===== config.mk =====
export PLATFORM = sky130hd
export DESIGN_NAME = ams_div
export DESIGN_NICKNAME = d
export VERILOG_FILES = /design/src/sv/ams_pkg.sv /design/src/sv/ams_div.sv
export SDC_FILE = /design/constraint.sdc
export NUM_CORES = 1
export LEC_CHECK = 0
export ABC_AREA = 1
export BUFFER_PORTS_ARGS = -buffer_cell sky130_fd_sc_hd__buf_2
export CORE_MARGIN = 4
export CORE_UTILIZATION = 50
export DETAILED_ROUTE_END_ITERATION = 6
export GPL_ROUTABILITY_DRIVEN = 0
export PLACE_DENSITY = 0.79
export RECOVER_POWER = 100
export SETUP_SLACK_MARGIN = 0.5
export SYNTH_ARGS = -nofsm -noshare
export SYNTH_HDL_FRONTEND = slang
export SYNTH_SLANG_ARGS = --single-unit

===== constraint.sdc =====
create_clock -name clk -period 16.9 [get_ports clk]
set_input_delay 0.845 -clock clk [delete_from_list [all_inputs] [get_ports clk]]
set_output_delay 0.845 -clock clk [all_outputs]
set_load 0.02 [all_outputs]

===== src/sv/ams_pkg.sv =====
`timescale 1ns / 1ps
// ----------------------------------------------------------------------------
// ams_pkg
// Shared types and codes of the accumulator machine.
// ----------------------------------------------------------------------------
package ams_pkg;

  localparam int ADDR_BITS_DEF = 8;
  localparam int FRAC_BITS_DEF = 16;

  typedef enum logic [1:0] {
    MODE_WRITE = 2'd0,
    MODE_EXEC  = 2'd1,
    MODE_SETPC = 2'd2,
    MODE_NONE  = 2'd3
  } mode_t;

  typedef enum logic [1:0] {
    KIND_BLANK  = 2'd0,
    KIND_INSTR  = 2'd1,
    KIND_NUMBER = 2'd2,
    KIND_SPARE  = 2'd3
  } kind_t;

  typedef enum logic [3:0] {
    OP_ADD   = 4'd0,
    OP_SUB   = 4'd1,
    OP_MUL   = 4'd2,
    OP_DIV   = 4'd3,
    OP_LOAD  = 4'd4,
    OP_STORE = 4'd5,
    OP_JUMP  = 4'd6,
    OP_JZ    = 4'd7,
    OP_PRINT = 4'd8,
    OP_HALT  = 4'd9
  } opcode_t;

  typedef enum logic [1:0] {
    ST_OK      = 2'd0,
    ST_HALT    = 2'd1,
    ST_ILLEGAL = 2'd2,
    ST_SAT     = 2'd3
  } status_t;

  localparam logic [31:0] INT_MAX = 32'h7fff_ffff;
  localparam logic [31:0] INT_MIN = 32'h8000_0000;

  typedef struct packed {
    logic [1:0]  kind;
    logic [3:0]  opcode;
    logic [31:0] value;
  } mem_word_t;

  // result of a serial arithmetic unit
  typedef struct packed {
    logic        done;
    logic        sat;
    logic [31:0] value;
  } res_t;

endpackage


===== src/sv/ams_div.sv =====
`timescale 1ns / 1ps
// ----------------------------------------------------------------------------
// ams_div
// Restoring fixed-point divide, one quotient bit a cycle, with saturation.
// ----------------------------------------------------------------------------
module ams_div #(
  parameter int FRAC_BITS = ams_pkg::FRAC_BITS_DEF
) (
  input  logic          clk,
  input  logic          rst_n,
  input  logic          start,
  input  logic [31:0]   a,
  input  logic [31:0]   b,
  output ams_pkg::res_t res
);

  localparam int DW = 32 + FRAC_BITS;
  localparam int CW = $clog2(DW);
  localparam logic [CW-1:0] LAST = CW'(DW - 1);

  typedef enum logic [1:0] {D_IDLE, D_RUN, D_FIX} dstate_t;

  dstate_t       st_r;
  logic [CW-1:0] cnt_r;
  logic [DW-1:0] quo_r;
  logic [31:0]   rem_r, d_r;
  logic          neg_r;
  ams_pkg::res_t res_r;

  logic [32:0] rem_sh, rem_sub;
  logic        ge;
  logic [DW:0] qx;
  logic        sat;
  logic [31:0] ma;

  assign ma      = a[31] ? -a : a;
  assign rem_sh  = {rem_r, quo_r[DW-1]};
  assign rem_sub = rem_sh - {1'b0, d_r};
  assign ge      = rem_sh >= {1'b0, d_r};
  assign qx      = {1'b0, quo_r};
  // negative side reaches one further than positive
  assign sat     = neg_r ? ((|qx[DW:32]) | (qx[31] & (|qx[30:0]))) : (|qx[DW:31]);
  assign res     = res_r;

  always_ff @(posedge clk) begin
    if (!rst_n) begin
      st_r       <= D_IDLE;
      res_r.done <= 1'b0;
    end else begin
      res_r.done <= 1'b0;
      unique case (st_r)
        D_IDLE: begin
          if (start) begin
            quo_r <= DW'(ma) << FRAC_BITS;
            d_r   <= b[31] ? -b : b;
            neg_r <= a[31] ^ b[31];
            rem_r <= '0;
            cnt_r <= '0;
            st_r  <= D_RUN;
          end
        end
        D_RUN: begin
          rem_r <= ge ? rem_sub[31:0] : rem_sh[31:0];
          quo_r <= {quo_r[DW-2:0], ge};
          cnt_r <= cnt_r + 1'b1;
          if (cnt_r == LAST) st_r <= D_FIX;
        end
        D_FIX: begin
          res_r.done <= 1'b1;
          res_r.sat  <= sat;
          if (sat) begin
            res_r.value <= neg_r ? ams_pkg::INT_MIN : ams_pkg::INT_MAX;
          end else begin
            res_r.value <= neg_r ? -qx[31:0] : qx[31:0];
          end
          st_r <= D_IDLE;
        end
        default: st_r <= D_IDLE;
      endcase
    end
  end

endmodule


==> results.yml <==
logic_synthesis:
  synth.yosys.seq_area_share_pct: 39.9
  avgSynthCellArea_um2: 7.03
  synth_area_leaders: "edfxtp_1 (39%), nand2_1 (17%), inv_1 (8.7%)"
  yosysMostFrequentCell: "nand2_1"
  syn_inst: 1647
  synth_top_area_share_pct: 39.4
  ys_ff_latch: 155
  synth_edf_count: 152
  syn_area_mm2: 0.0116
  yosys_warnings: 0
  synth_cell_type_count: 39
  synth_ff_type: "edfxtp_1"
  syn_nets: 1751
  yosysTopAreaCell: "edfxtp_1"
  synthArstFlopShare_pct: 0
  synth_common_cells: "nand2_1 (529), inv_1 (267), nor2_1 (225)"
worst_setup_path:
  critPathKind: "reg -> reg"
  cp-start-kind: "register"
  path_cells: "inv_1 > nor2_4 > clkbuf_1 > inv_1 > a21oi_4 > clkbuf_1"
  worstPathMaxFanout: 87
  cp.arrival_ns: 7.21
  crit_slowest_cell: "clkbuf_1"
  required_ns: 16.81
  crit_path_end_kind: "register"
  max_stage_delay_ns: 3.27
timing:
  skew_ns: 0.0135
  hold-worst-slack_ns: 0.486
  hold_viol: 0
  tns_ns: 0
  finalSetupViolCount: 0
  fin_crit_sh_pct: 43.2
  drv_slew: 277
  grt_setup_unrepaired: "false"
  tightest_slew_ns: 4.63
  fmax_ghz: 0.137
  period_minus_slack_ns: 7.29
  relSlewSlack_pct: -209
placement:
  dpl_cell_area_mm2: 0.0123
  placedCellCount: 2000
  dp_hpwl_mm: 21.1
  io_buffers: 100
die:
  boundaryPins: 101
  fp.dieH_um: 160
  start_util_pct: 51.0
  die_w_um: 160
  dieArea_mm2: 0.0257
  rows: 55
  core_mm2: 0.0227
hold_path:
  hp-class: "reg -> reg"
finish:
  final_area_mm2: 0.0128
  synthToLayoutAreaGrowth_pct: 10.6
  drive_above_1_share_pct: 7.67
  n_antenna_cell: 0
  fin_cells: 2032
  finalNetCount: 1838
global_route:
  use_met1_pct: 29.0
  grt-busiest-layer: "met2"
  grt_pass1_vias: 9770
  antenna_found_initial: 0
  grt_max_degree: 88
  grt_overflow: 0
  grt_pass1_wl_mm: 46.4
  grt_util_met3_pct: 3.07
  grt_use_met2_pct: 36.3
  grtUsageTotal_pct: 21.7
route:
  drtIter0Drc: 1073
  wl_per_cell_um: 13.8
  dr.pass1.iters: 7
  wirelength_mm: 27.9
  routed-via-count: 10500
  route.detailed.drc: 0
  routed_via_density: 5.14
  ant_nets: 0
power:
  cellLeakagePower_uw: 0.00620
  power_uw: 1070
  peakVddDrop_mv: 0.0505
  p_per_area_mw_per_mm2: 83.5
clock_tree:
  clkTransAtPathRegs_ns: 0.07
  cts.sinks: 155
  clock_latency_ns: 0.43
  cts_resized: 0
  cts_max_level: 4
  cts_buffer_depth: 2
  cts_buffers: 17
  cts_tree: "done"
  cts_root_buf: "clkbuf_16"
  cts_setup_buffers: 0
  cts_hold_repair.buffers: 0
outcome:
  violations: "max-capacitance violations, max-slew violations"
  status: "complete, but fails checks"
run:
  cap_violations: 5
[registers in the layout (all words and copies together), names as in the netlist]
name and flops:
quo_r 48, res 34, cnt_r 6, rem_r 32, neg_r 1, d_r 32
st_r 2
[through the flow]
stage	utilization, %	setup WS, ns
2_1_floorplan	-	11.22
3_3_place_gp	54.3	14.12
3_5_place_dp	54.3	14.07
4_1_cts	56.7	14.05
5_1_grt	56.4	8.77
6_report	56.4	9.61
[layout by cell type, fill, tap and decap left out, types with 3 or more instances in the layout]
master and instances:
clkbuf_16 17, or2_2 8, nand3_1 112, nor2_2 8
edfxtp_1 152, nand2_1 530, nand3b_1 30, inv_8 4
clkinv_2 5, nand4_1 24, nand2_2 5, xor2_1 66
xnor2_1 8, inv_2 8, buf_2 63, o211ai_1 3
o21ai_0 51, nor3_1 18, nor2_1 223, a21oi_1 27
inv_6 4, dfxtp_1 3, clkbuf_1 42, ha_1 36
inv_1 267, and2_1 8
[worst max-delay path, delay by kind of cell (launching register included)]
family	cells	cell delay, ns
DFF	1	0.37
buffers and inverters	4	6.01
AOI/OAI and AO/OA	1	0.28
and+or+nand+nor	1	0.07
[cell families (layout without fill, tap and decap cells)]
kind of cell / after synthesis / count (layout) / synth area share [%]
xor gates and xnor gates: 74 / 74 / 5.60
buffers and inverters: 314 / 414 / 10.6
AOI/OAI and AO/OA: 92 / 92 / 4.25
DFF: 155 / 155 / 39.9
adders and majority gates: 37 / 37 / 4.06
and+or+nand+nor: 975 / 975 / 35.6
[metal layers]
metal  part of all wire, %  routed length, um
met5                     0                  0
met4                   2.9                818
met3                   6.5               1830
met2                    46              12800
met1                    45              12500
[final cells by class]
class,instances,area [um^2]
tap,285,357
clock buffer,17,425
sequential,155,4620
fill,2144,9900
inverter,276,1040
clock inverter,15,130
multi-input combinational,1178,5750
timing repair buffer,106,480
[worst paths after layout]
path / from / to / slack (ns) / depth (start not counted)
worst max-delay path: st_r[0]$_SDFFE_PN0P_ / rem_r[17]$_SDFFCE_PN0P_ / 9.61 / 6
worst max register to register: st_r[0]$_SDFFE_PN0P_ / rem_r[17]$_SDFFCE_PN0P_ / 9.61 / 6
worst min-delay path: st_r[0]$_SDFFE_PN0P_ / res[33]$_SDFF_PN0_ / 0.49 / 1
worst min register to register: st_r[0]$_SDFFE_PN0P_ / res[33]$_SDFF_PN0_ / 0.49 / 1
[where the power goes]
group          leakage (uW)  switching, uW  internal, uW
clock              0.000282            169           194
sequential          0.00145           12.6           455
combinational       0.00446            160          79.3
total               0.00620            341           728
(Power assumes the default switching activity.)
