`src/sv/ams_pkg.sv`:
```
`timescale 1ns / 1ps
// ----------------------------------------------------------------------------
// ams_pkg
// Shared types and codes of the accumulator machine.
// ----------------------------------------------------------------------------
package ams_pkg;

  localparam int ADDR_BITS_DEF = 8;
  localparam int FRAC_BITS_DEF = 16;

  typedef enum logic [1:0] {
    MODE_WRITE = 2'd0,
    MODE_EXEC  = 2'd1,
    MODE_SETPC = 2'd2,
    MODE_NONE  = 2'd3
  } mode_t;

  typedef enum logic [1:0] {
    KIND_BLANK  = 2'd0,
    KIND_INSTR  = 2'd1,
    KIND_NUMBER = 2'd2,
    KIND_SPARE  = 2'd3
  } kind_t;

  typedef enum logic [3:0] {
    OP_ADD   = 4'd0,
    OP_SUB   = 4'd1,
    OP_MUL   = 4'd2,
    OP_DIV   = 4'd3,
    OP_LOAD  = 4'd4,
    OP_STORE = 4'd5,
    OP_JUMP  = 4'd6,
    OP_JZ    = 4'd7,
    OP_PRINT = 4'd8,
    OP_HALT  = 4'd9
  } opcode_t;

  typedef enum logic [1:0] {
    ST_OK      = 2'd0,
    ST_HALT    = 2'd1,
    ST_ILLEGAL = 2'd2,
    ST_SAT     = 2'd3
  } status_t;

  localparam logic [31:0] INT_MAX = 32'h7fff_ffff;
  localparam logic [31:0] INT_MIN = 32'h8000_0000;

  typedef struct packed {
    logic [1:0]  kind;
    logic [3:0]  opcode;
    logic [31:0] value;
  } mem_word_t;

  // result of a serial arithmetic unit
  typedef struct packed {
    logic        done;
    logic        sat;
    logic [31:0] value;
  } res_t;

endpackage

```
`src/sv/ams_mul.sv`:
```
`timescale 1ns / 1ps
// ----------------------------------------------------------------------------
// ams_mul
// Bit-serial fixed-point multiply, floor shift and saturation.
// ----------------------------------------------------------------------------
module ams_mul #(
  parameter int FRAC_BITS = ams_pkg::FRAC_BITS_DEF
) (
  input  logic          clk,
  input  logic          rst_n,
  input  logic          start,
  input  logic [31:0]   a,
  input  logic [31:0]   b,
  output ams_pkg::res_t res
);

  typedef enum logic [1:0] {M_IDLE, M_RUN, M_NEG, M_SAT} mstate_t;

  mstate_t       st_r;
  logic [4:0]    cnt_r;
  logic [31:0]   ma_r, mb_r;
  logic [63:0]   p_r;
  logic          neg_r;
  ams_pkg::res_t res_r;

  logic [32:0]        sum;
  logic signed [63:0] sh;
  logic               fits;

  assign sum  = {1'b0, p_r[63:32]} + (mb_r[0] ? {1'b0, ma_r} : 33'd0);
  assign sh   = $signed(p_r) >>> FRAC_BITS;
  assign fits = (&sh[63:31]) | ~(|sh[63:31]);
  assign res  = res_r;

  always_ff @(posedge clk) begin
    if (!rst_n) begin
      st_r       <= M_IDLE;
      res_r.done <= 1'b0;
    end else begin
      res_r.done <= 1'b0;
      unique case (st_r)
        M_IDLE: begin
          if (start) begin
            ma_r  <= a[31] ? -a : a;
            mb_r  <= b[31] ? -b : b;
            neg_r <= a[31] ^ b[31];
            p_r   <= '0;
            cnt_r <= '0;
            st_r  <= M_RUN;
          end
        end
        M_RUN: begin
          p_r   <= {sum, p_r[31:1]};
          mb_r  <= {1'b0, mb_r[31:1]};
          cnt_r <= cnt_r + 1'b1;
          if (&cnt_r) st_r <= M_NEG;
        end
        M_NEG: begin
          if (neg_r) p_r <= -p_r;
          st_r <= M_SAT;
        end
        M_SAT: begin
          res_r.done  <= 1'b1;
          res_r.sat   <= ~fits;
          res_r.value <= fits ? sh[31:0] : (sh[63] ? ams_pkg::INT_MIN : ams_pkg::INT_MAX);
          st_r        <= M_IDLE;
        end
        default: st_r <= M_IDLE;
      endcase
    end
  end

endmodule

```
`config.mk`:
```
export PLATFORM = sky130hd
export DESIGN_NAME = ams_mul
export DESIGN_NICKNAME = d
export VERILOG_FILES = /design/src/sv/ams_pkg.sv /design/src/sv/ams_mul.sv
export SDC_FILE = /design/constraint.sdc
export NUM_CORES = 1
export LEC_CHECK = 0
export CORE_ASPECT_RATIO = 2
export CORE_UTILIZATION = 65
export DETAILED_ROUTE_END_ITERATION = 8
export DONT_BUFFER_PORTS = 1
export GPL_ROUTABILITY_DRIVEN = 0
export PLACE_DENSITY = 0.85
export SLEW_MARGIN = 0
export SYNTH_ARGS = -nofsm -noshare
export SYNTH_HDL_FRONTEND = slang
export SYNTH_SLANG_ARGS = --single-unit
```
`constraint.sdc`:
```
create_clock -name clk -period 11 [get_ports clk]
set_clock_uncertainty 0.2 [all_clocks]
set_input_delay 0.55 -clock clk [delete_from_list [all_inputs] [get_ports clk]]
set_output_delay 0.55 -clock clk [all_outputs]
set_load 0.02 [all_outputs]
```
==> results of run 1 <==
[synth_stat cells (19+ instances only)]
library cell / n / share of area
a21oi_1: 38 / 0.017
a21oi_2: 30 / 0.023
a22oi_1: 29 / 0.019
and2_1: 44 / 0.024
clkbuf_1: 36 / 0.012
edfxtp_1: 167 / 0.44
ha_1: 42 / 0.046
inv_1: 53 / 0.018
nand2_1: 103 / 0.034
nor2_1: 39 / 0.013
nor2b_1: 41 / 0.023
nor3_1: 37 / 0.016
nor4_1: 19 / 0.010
o21ai_0: 69 / 0.030
o22ai_1: 21 / 0.012
o31ai_1: 19 / 0.013
xnor2_1: 86 / 0.066
xor2_1: 56 / 0.043
[per-stage QoR]
| step | utilization | instances |
|---|---|---|
| floorplan | - | 1122 |
| global placement | 0.6656 | 1288 |
| detailed placement | 0.6656 | 1288 |
| CTS | 0.6998 | 1320 |
| global route | 0.7004 | 1321 |
| finish | 0.7004 | 1321 |
[area by class of cell]
| type | instances | area, sq um | share of cell area |
|---|---|---|---|
| Clock inverter | 14 | 158.9 | 0.01320 |
| Timing Repair Buffer | 10 | 77.57 | 0.006444 |
| Clock buffer | 18 | 429.2 | 0.03565 |
| Tap cell | 210 | 262.8 | 0.02183 |
| Inverter | 54 | 202.7 | 0.01684 |
| Multi-Input combinational cell | 845 | 5832 | 0.4845 |
| Sequential cell | 170 | 5075 | 0.4216 |
[sequential cells by signal (all words and copies together), names as in the netlist]
name   cells
ma_r      32
cnt_r      5
mb_r      32
neg_r      1
p_r       64
res       34
st_r       2
[power breakdown]
| part | total (mW) | leakage [nW] | internal (mW) | switching, mW |
|---|---|---|---|---|
| logic | 0.992 | 2.21 | 0.385 | 0.607 |
| clock network | 0.618 | 0.278 | 0.340 | 0.278 |
| registers | 1.07 | 1.60 | 0.929 | 0.146 |
| total | 2.68 | 4.08 | 1.65 | 1.03 |
[how the worst max path moves through the flow]
stage                 start  endpoint  cells past startpoint
finish              mb_r[0]   p_r[61]                     10
global route        mb_r[0]   p_r[61]                     12
detailed placement  mb_r[0]   p_r[61]                     10
CTS                 mb_r[0]   p_r[61]                     10
global placement    mb_r[0]   p_r[62]                     11
floorplan           st_r[0]    p_r[0]                      5
[layout by cell type (no fill, tap or decap), drive strengths merged, types with 4 or more instances in the layout]
| master | n |
|---|---|
| edfxtp | 167 |
| nand2 | 103 |
| xnor2 | 86 |
| o21ai | 69 |
| a21oi | 68 |
| inv | 60 |
| xor2 | 56 |
| and2 | 44 |
| ha | 42 |
| nor2b | 41 |
| nor2 | 40 |
| nor3 | 38 |
| a22oi | 29 |
| nor4 | 22 |
| or4 | 22 |
| o22ai | 21 |
| o31ai | 19 |
| clkbuf | 18 |
| or3 | 14 |
| nand3 | 13 |
| a21o | 12 |
| o41ai | 12 |
| nand4 | 9 |
| buf | 9 |
| a2111oi | 6 |
| nand2b | 6 |
| o211ai | 5 |
| and3 | 5 |
| or2 | 5 |
| nor3b | 5 |
| o21a | 4 |
| a31oi | 4 |
| a21boi | 4 |
[routing by layer]
layer	GRT usage	up-vias	routed length, um
li1	-	4099	-
met1	0.3093	4164	9037
met2	0.5604	382	14470
met3	0.05932	125	1496
met4	0.2245	0	1929
met5	0	-	0
[repair_timing]
item                      4_1_cts  5_1_grt
hold endpoints to repair        0        1
resized for setup               0        0
hold buffers                    0        1
[logic make-up (layout without fill, tap and decap cells)]
logic type               after synthesis  count (layout)  share of synthesized area
AO/OA/AOI/OAI                        279             279                     0.1685
XOR/XNOR                             142             142                     0.1097
adder cells (fa/ha/maj)               43              43                    0.04811
buffers and inverters                107              96                    0.03972
flip-flops                           170             170                     0.4475
multiplexers                           3               3                   0.002648
AND/OR/NAND/NOR                      378             378                     0.1838
==> impl_metrics.py, run 1 <==
metrics = {
    "status": {
        "status": "completed",
    },
    "synthesis": {
        "ys_seq_elements": 170,
        "synth_ff_type": "edfxtp_1",
        "syn_inst": 1122,
        "synth_edf_count": 167,
        "yosysUniqueCellTypes": 74,
        "syn-num-nets": 1232,
        "async_flop_share": 0,
        "postSynthAreaPerCell_sq_um": 10.11,
        "yosys_warnings": 0,
        "syn-cell-area_sq_mm": 0.01134,
        "synth-seq-area-share": 0.4475,
    },
    "sta": {
        "whs_ns": 0.03664,
        "post-route-period-util": 0.4082,
        "period_needed_ns": 4.490,
        "fin_ws_ns": 6.510,
        "finalSetupViolations": 0,
        "fin_setup_tns_ns": 0,
        "slew_viol_final": 0,
        "max-slew-margin-rel": 0.07115,
        "fmax_ghz": 0.2227,
        "final-hold-violation-count": 0,
        "tightest_slew_ns": 1.358,
        "rsz0062_at_grt": "false",
    },
    "global_routing": {
        "grt_pass1_wl_um": 43070,
        "grt_pass1_vias": 9031,
        "grt_start_max_net_pins": 71,
        "grt_use_total": 0.3129,
        "antenna_found_initial": 0,
        "grt_remaining_overflow": 0,
    },
    "drt": {
        "drt_pass1_iterations": 5,
        "ant_nets": 0,
        "drc": 0,
        "viasPerCell": 6.639,
        "drt_iter0_drc": 626,
        "vias": 8770,
        "wire_per_inst_um": 20.39,
        "routed_wl_um": 26940,
    },
    "die": {
        "initial_core_util": 0.6598,
        "die_w_um": 95.40,
        "die-area_sq_mm": 0.01801,
        "die_height_um": 188.8,
        "coreArea_sq_mm": 0.01719,
        "rows": 68,
        "ios": 101,
    },
    "setup_path": {
        "slowest_stage": "edfxtp_1",
        "worstPathRequired_ns": 10.99,
        "critical_path_arrival_ns": 4.48,
        "r2r-end": "p_r[61]",
        "reg2reg_depth": 10,
        "r2r_slack_ns": 6.51,
        "cp-start-kind": "flip-flop",
        "cpPeakStageDelay_ns": 0.93,
        "criticalPathCategory": "reg2reg",
        "crit_chain": "and2_1, ha_1, nor2b_1, o31a_1, o211a_1, a2111oi_0, o41ai_1, a2111oi_0, mux2i_1, nand2_1",
        "path_max_fanout": 32,
        "crit_top_cell": "a2111oi_0",
        "r2r-start": "mb_r[0]",
        "cp-end-kind": "flip-flop",
        "critPathBufInv": 0,
        "worst_path_dominant_cell_family": "compound AO/OA/AOI/OAI gates",
    },
    "cts": {
        "cts_tree": "done",
        "cts_made_buffers": 17,
        "clock_sinks": 170,
        "cts.path.max_buffers": 2,
        "clock_latency_ns": 0.44,
        "post_cts_buffers": 0,
        "root_buffer": "clkbuf_16",
        "clkTransAtPathRegs_ns": 0.07,
        "htreeDepth": 4,
    },
    "power_and_ir_drop": {
        "p_leak_nw": 4.085,
        "power.density_mw_per_mm2": 223.0,
        "finalPower_mw": 2.684,
        "vdd_drop_max_uv": 143.7,
    },
    "finish": {
        "syn_to_final_growth_pct": 6.157,
        "fill_cells": 1277,
        "fin_area_sq_mm": 0.01204,
        "fin_nets": 1208,
        "drive_gt1_frac": 0.08911,
        "num_antenna_cells": 0,
    },
    "hold_path": {
        "whs_endpoint": "st_r[0]",
        "min_delay_path_depth": 1,
        "hp-class": "in2reg",
        "min_from": "rst_n",
    },
    "placement": {
        "place_hpwl_um": 19200,
        "place_area_sq_mm": 0.01144,
        "io_buffers": 0,
        "dpl_worst_slack_ns": 6.615,
    },
    "run": {
        "drv_cap": 0,
    },
}
Power figures use the tool's default switching activity.
==> run 2, diff against run 1 <==
--- a/config.mk
+++ b/config.mk
@@ -6,11 +6,11 @@
 export NUM_CORES = 1
 export LEC_CHECK = 0
 export CORE_ASPECT_RATIO = 2
-export CORE_UTILIZATION = 65
+export CORE_UTILIZATION = 59
 export DETAILED_ROUTE_END_ITERATION = 8
 export DONT_BUFFER_PORTS = 1
 export GPL_ROUTABILITY_DRIVEN = 0
-export PLACE_DENSITY = 0.85
+export PLACE_DENSITY = 0.82
 export SLEW_MARGIN = 0
 export SYNTH_ARGS = -nofsm -noshare
 export SYNTH_HDL_FRONTEND = slang
==> constraint.sdc (replaced) <==
create_clock -name clk -period 3.9 [get_ports clk]
set_clock_uncertainty 0.2 [all_clocks]
set_input_delay 0.195 -clock clk [delete_from_list [all_inputs] [get_ports clk]]
set_output_delay 0.195 -clock clk [all_outputs]
set_load 0.02 [all_outputs]
==> run 2 against run 1 <==
  * Non-clock buffer count up 114
  * Final area up 9.9%
  * Routed wire length up 11%
  * Worst hold slack worse by 0.030 ns
  * Cell count up 12%
  * Critical path type unchanged
  * Die area up 10%
  * Flip-flop and latch count unchanged
  * Largest power group is now combinational cells
  * Register-to-register slack worse by 6.3 ns
  * Via count up 7.5%
  * Total power rose to 2.9 times the previous value
  * Largest cell class unchanged
  * First-iteration DRC count up 8.9%
==> impl_metrics.py, run 2 (same netlist as run 1, synthesis figures left out) <==
metrics = {
    "sta": {
        "whs_ns": 0.006474,
        "fmax_ghz": 0.2704,
        "period_needed_ns": 3.698,
        "slew_viol_final": 0,
        "final-hold-violation-count": 0,
        "finalSetupViolations": 0,
        "rsz0062_at_grt": "false",
        "post-route-period-util": 0.9481,
        "max-slew-margin-rel": 0.2677,
        "tightest_slew_ns": 1.095,
        "fin_setup_tns_ns": 0,
    },
    "global_routing": {
        "grt_use_total": 0.3132,
        "grt_start_max_net_pins": 70,
        "grt_pass1_vias": 9713,
        "antenna_found_initial": 0,
        "grt_pass1_wl_um": 48320,
        "grt_remaining_overflow": 0,
    },
    "power_and_ir_drop": {
        "switchingPower_mw": 3.015,
        "power.density_mw_per_mm2": 596.3,
        "seqPwrFrac": 0.382,
        "pwr-share-comb": 0.387,
        "vdd_drop_max_uv": 443.9,
        "p_clk_frac": 0.231,
        "sw_frac_of_total": 0.3821,
        "p_leak_nw": 4.608,
        "intPower_mw": 4.875,
    },
    "hold_path": {
        "whs_endpoint": "mb_r[2]",
        "min_from": "b[31]",
        "min_delay_path_depth": 3,
        "hp-class": "in2reg",
    },
    "die": {
        "die_height_um": 198.1,
        "coreArea_sq_mm": 0.01883,
        "initial_core_util": 0.6021,
        "rows": 71,
        "die_w_um": 100.0,
        "die-area_sq_mm": 0.01981,
        "ios": 101,
    },
    "cts": {
        "clock_latency_ns": 0.45,
        "clock_sinks": 170,
        "cts_tree": "done",
        "root_buffer": "clkbuf_16",
        "htreeDepth": 4,
        "clkTransAtPathRegs_ns": 0.08,
        "cts_made_buffers": 17,
        "cts.path.max_buffers": 2,
    },
    "finish": {
        "final_common_cell": "edfxtp_1",
        "postLayoutCoreUtil": 0.7026,
        "layout_common_cells": "167 x edfxtp_1, 103 x nand2_1, 91 x dlygate4sd3_1",
        "largest_register_ffs": 64,
        "syn_to_final_growth_pct": 16.69,
        "drive_gt1_frac": 0.1013,
        "regMostFlops": "p_r",
        "num_antenna_cells": 0,
        "fin_cells": 1479,
        "fin_nets": 1322,
        "fill_cells": 1346,
    },
    "setup_path": {
        "reg2reg_depth": 13,
        "crit_top_cell": "buf_4",
        "critical_path_arrival_ns": 3.68,
        "path_max_fanout": 11,
        "r2r-end": "p_r[62]",
        "r2r_slack_ns": 0.20,
        "criticalPathCategory": "reg2reg",
        "r2r-start": "mb_r[0]",
        "cpPeakStageDelay_ns": 0.47,
        "crit_chain": "buf_4, and2_1, ha_1, buf_4, a21o_1, a21oi_1, a21oi_1, o211ai_1, a2111oi_0, buf_4, o21ai_0, a221oi_2, o31ai_1",
        "slowest_stage": "a2111oi_0",
        "worstPathRequired_ns": 3.88,
        "cp-start-kind": "flip-flop",
        "cp-end-kind": "flip-flop",
    },
    "placement": {
        "place_hpwl_um": 19430,
        "io_buffers": 0,
        "dpl.cell_count": 1357,
    },
    "drt": {
        "ant_nets": 0,
        "drt_pass1_iterations": 5,
        "vias": 9427,
        "routed_wl_um": 29990,
        "viasPerCell": 6.374,
        "wire_per_inst_um": 20.27,
        "drc": 0,
        "drt_iter0_drc": 682,
    },
    "status": {
        "status": "completed",
    },
    "run": {
        "drv_cap": 0,
    },
}
[run 2: how the worst max path moves through the flow]
stage,from,slack (ns),endpoint
4_1_cts,mb_r[0],0.01,p_r[61]
5_1_grt,b[0],0.03,mb_r[28]
2_1_floorplan,st_r[0],0.15,p_r[0]
6_report,mb_r[0],0.20,p_r[62]
3_3_place_gp,mb_r[0],0.08,p_r[61]
3_5_place_dp,mb_r[0],0.07,p_r[61]
[run 2: worst max-delay path: cells and delay by family (launching register included)]
family | cells | cell delay, ns
AND/OR/NAND/NOR | 1 | 0.14
flip-flops | 1 | 0.45
buffers and inverters | 3 | 0.53
adder cells (fa/ha/maj) | 1 | 0.29
AO/OA/AOI/OAI | 8 | 1.80
[run 2: power by group through the flow]
stage	clock [mW]	combinational [mW]	sequential, mW
floorplan	0	2.22	2.91
global placement	0	2.77	3.02
detailed placement	0	2.84	3.03
CTS	1.81	2.97	2.99
global route	1.88	3.34	3.06
finish	1.82	3.06	3.02
[run 2: metal layers]
layer	vias up	GRT usage	wire, um
li1	4327	-	-
met1	4482	0.3143	10040
met2	492	0.5939	16580
met3	126	0.05118	1811
met4	0	0.1825	1553
met5	-	0	0
[run 2: layout make-up]
type                    instances  area (sq um)  share of cell area
multi-input cells             845          5861              0.4429
repair buffers                124          1159             0.08756
flip-flops and latches        170          5075              0.3835
clock buffers                  18         429.2             0.03243
well taps                     255         319.1             0.02411
inverters                      54         202.7             0.01532
clock inverters                13         187.7             0.01418
[run 2: stage by stage]
step           setup WS, ns  power [mW]  cell area (sq um)
4_1_cts             0.01012       7.784              13210
2_1_floorplan        0.1506       5.126              11350
3_5_place_dp        0.06935       5.874              11690
3_3_place_gp        0.07812       5.784              11690
5_1_grt             0.02513       8.272              13230
6_report             0.2024       7.890              13230
[run 2: what timing repair did]
item	CTS	global route
buffers inserted	0	0
hold buffers	91	0
resized for setup	0	4
endpoints found under the hold margin	68	0
setup endpoints to repair	0	1
==> run 3, diff against run 2 <==
--- a/config.mk
+++ b/config.mk
@@ -5,12 +5,14 @@
 export SDC_FILE = /design/constraint.sdc
 export NUM_CORES = 1
 export LEC_CHECK = 0
+export CELL_PAD_IN_SITES_DETAIL_PLACEMENT = 0
+export CELL_PAD_IN_SITES_GLOBAL_PLACEMENT = 2
 export CORE_ASPECT_RATIO = 2
-export CORE_UTILIZATION = 59
+export CORE_UTILIZATION = 38
 export DETAILED_ROUTE_END_ITERATION = 8
 export DONT_BUFFER_PORTS = 1
 export GPL_ROUTABILITY_DRIVEN = 0
-export PLACE_DENSITY = 0.82
+export PLACE_DENSITY = 0.81
 export SLEW_MARGIN = 0
 export SYNTH_ARGS = -nofsm -noshare
 export SYNTH_HDL_FRONTEND = slang
==> run 3 against run 2 <==
  * Sequential share of layout area shrank 0.58 points
  * Total power shrank 1.5%
  * Utilization decreased by 25 points
  * Sequential power about the same
  * Global-route usage is 11 points lower
  * Final area up 1.5%
  * Critical endpoint is now p_r[61]
  * Cell count rose by 8.2%
  * First-iteration DRC count down 34%
  * Clock-buffer cell count is 1 higher
  * Worst setup slack improved by 0.062 ns
  * Clock power down 8%
==> impl_metrics.py, run 3 (same netlist as run 1, synthesis figures left out) <==
metrics = {
    "die": {
        "ios": 101,
        "initial_core_util": 0.3857,
        "die-area_sq_mm": 0.03058,
        "coreArea_sq_mm": 0.02940,
        "die_height_um": 246.3,
        "rows": 89,
        "die_w_um": 124.2,
    },
    "power_and_ir_drop": {
        "vdd_drop_max_uv": 302.0,
        "intPower_mw": 4.827,
        "power.density_mw_per_mm2": 578.6,
        "p_clk_frac": 0.214,
        "p_leak_nw": 4.634,
        "switchingPower_mw": 2.948,
        "sw_frac_of_total": 0.3791,
        "seqPwrFrac": 0.386,
        "finalPower_mw": 7.774,
        "pwr-share-comb": 0.400,
    },
    "setup_path": {
        "r2r-end": "p_r[61]",
        "r2r_slack_ns": 0.26,
        "cpPeakStageDelay_ns": 0.41,
        "crit_top_cell": "buf_4",
        "cp-start-kind": "flip-flop",
        "slowest_stage": "a2111oi_1",
        "criticalPathCategory": "reg2reg",
        "cp-end-kind": "flip-flop",
        "critical_path_arrival_ns": 3.64,
        "path_max_fanout": 6,
        "crit_chain": "buf_4, and2_1, ha_1, nor2b_1, o31a_1, o211a_1, a2111oi_1, buf_4, o41ai_1, a2111oi_1, buf_4, mux2i_1, nand2_1",
        "r2r-start": "mb_r[0]",
        "crit_path_end": "p_r[61]",
        "reg2reg_depth": 13,
        "startpoint": "mb_r[0]",
        "worstPathRequired_ns": 3.90,
    },
    "finish": {
        "num_antenna_cells": 0,
        "drive_gt1_frac": 0.1043,
        "regMostFlops": "p_r",
        "fin_cells": 1601,
        "fin_area_sq_mm": 0.01344,
        "largest_register_ffs": 64,
        "layout_common_cells": "167 x edfxtp_1, 103 x nand2_1, 97 x dlygate4sd3_1",
        "syn_to_final_growth_pct": 18.48,
        "fin_nets": 1335,
        "postLayoutCoreUtil": 0.4570,
        "final_common_cell": "edfxtp_1",
    },
    "drt": {
        "wire_per_inst_um": 18.76,
        "routed_wl_um": 30030,
        "drc": 0,
        "vias": 8884,
        "viasPerCell": 5.549,
        "ant_nets": 0,
        "drt_iter0_drc": 452,
        "drt_pass1_iterations": 5,
    },
    "global_routing": {
        "grt_use_total": 0.2078,
        "grt_pass1_vias": 9196,
        "grt_start_max_net_pins": 70,
        "antenna_found_initial": 0,
        "grt_remaining_overflow": 0,
        "grt_pass1_wl_um": 48270,
    },
    "sta": {
        "post-route-period-util": 0.9322,
        "fin_ws_ns": 0.2644,
        "whs_ns": 0.01117,
        "max-slew-margin-rel": 0.3061,
        "period_needed_ns": 3.636,
        "rsz0062_at_grt": "false",
        "tightest_slew_ns": 1.037,
        "fmax_ghz": 0.2751,
        "slew_viol_final": 0,
        "fin_setup_tns_ns": 0,
        "finalSetupViolations": 0,
        "final-hold-violation-count": 0,
    },
    "placement": {
        "place_area_sq_mm": 0.01189,
        "io_buffers": 0,
        "dpl_worst_slack_ns": 0.03502,
        "place_hpwl_um": 22090,
        "dpl.cell_count": 1472,
    },
    "cts": {
        "root_buffer": "clkbuf_16",
        "cts.path.max_buffers": 2,
        "cts_made_buffers": 17,
        "clock_latency_ns": 0.45,
        "clock_sinks": 170,
        "clkTransAtPathRegs_ns": 0.07,
        "cts_tree": "done",
        "htreeDepth": 4,
    },
    "run": {
        "drv_cap": 0,
    },
    "status": {
        "status": "completed",
    },
    "hold_path": {
        "hp-class": "in2reg",
    },
}
-- run 3: changes by cell type in the layout (fill, tap and decap cells not counted), sizes merged --
cell,change
clkinvlp,+2
inv,-4
clkinv,+2
clkbuf,+1
dlygate4sd3,+6
bufinv,-1
buf,+7
-- run 3: timing repair --
action	in CTS	in global routing
resized for setup	0	3
endpoints found under the setup margin	0	2
hold buffers	97	0
endpoints found under the hold margin	87	0
buffers inserted	0	1
-- run 3: critical path: cells and delay by family (launching register included) --
kind,cells,cell delay [ns]
compound gates,5,1.40
fa+ha+maj,1,0.32
buf+inv,3,0.53
flops,1,0.39
mux,1,0.18
simple gates,3,0.37
-- run 3: power by group through the flow --
stage | Sequential [mW] | Combinational (mW) | Clock, mW
after floorplan | 2.91 | 2.22 | 0
after global placement | 3.03 | 2.96 | 0
after detailed placement | 3.03 | 2.98 | 0
after CTS | 3.00 | 3.12 | 1.71
after global routing | 3.05 | 3.45 | 1.77
final | 3.00 | 3.11 | 1.67
-- run 3: how the worst min path moves through the flow --
| stage | end | start | cells after the start |
|---|---|---|---|
| final | mb_r[22] | b[21] | 4 |
| after global routing | mb_r[11] | b[31] | 3 |
| after CTS | mb_r[22] | b[21] | 4 |
| after detailed placement | ma_r[0] | a[0] | 0 |
| after global placement | ma_r[0] | a[0] | 0 |
| after floorplan | ma_r[0] | a[0] | 0 |
-- run 3: final cells by class --
cell class | count | area, sq um
Clock inverter | 12 | 126.4
Timing Repair Buffer | 137 | 1284
Sequential cell | 170 | 5075
Multi-Input combinational cell | 845 | 5859
Inverter | 54 | 202.7
Clock buffer | 19 | 432.9
Tap cell | 364 | 455.4
Fill cell | 2854 | 15960
-- run 3: per-layer routing --
| metal | vias up | track usage | routed length, um |
|---|---|---|---|
| met4 | 0 | 0.08333 | 882 |
| met3 | 47 | 0.03727 | 1072 |
| met2 | 202 | 0.4014 | 17080 |
| met5 | - | 0 | 0 |
| met1 | 4269 | 0.2108 | 11000 |
| li1 | 4366 | - | - |
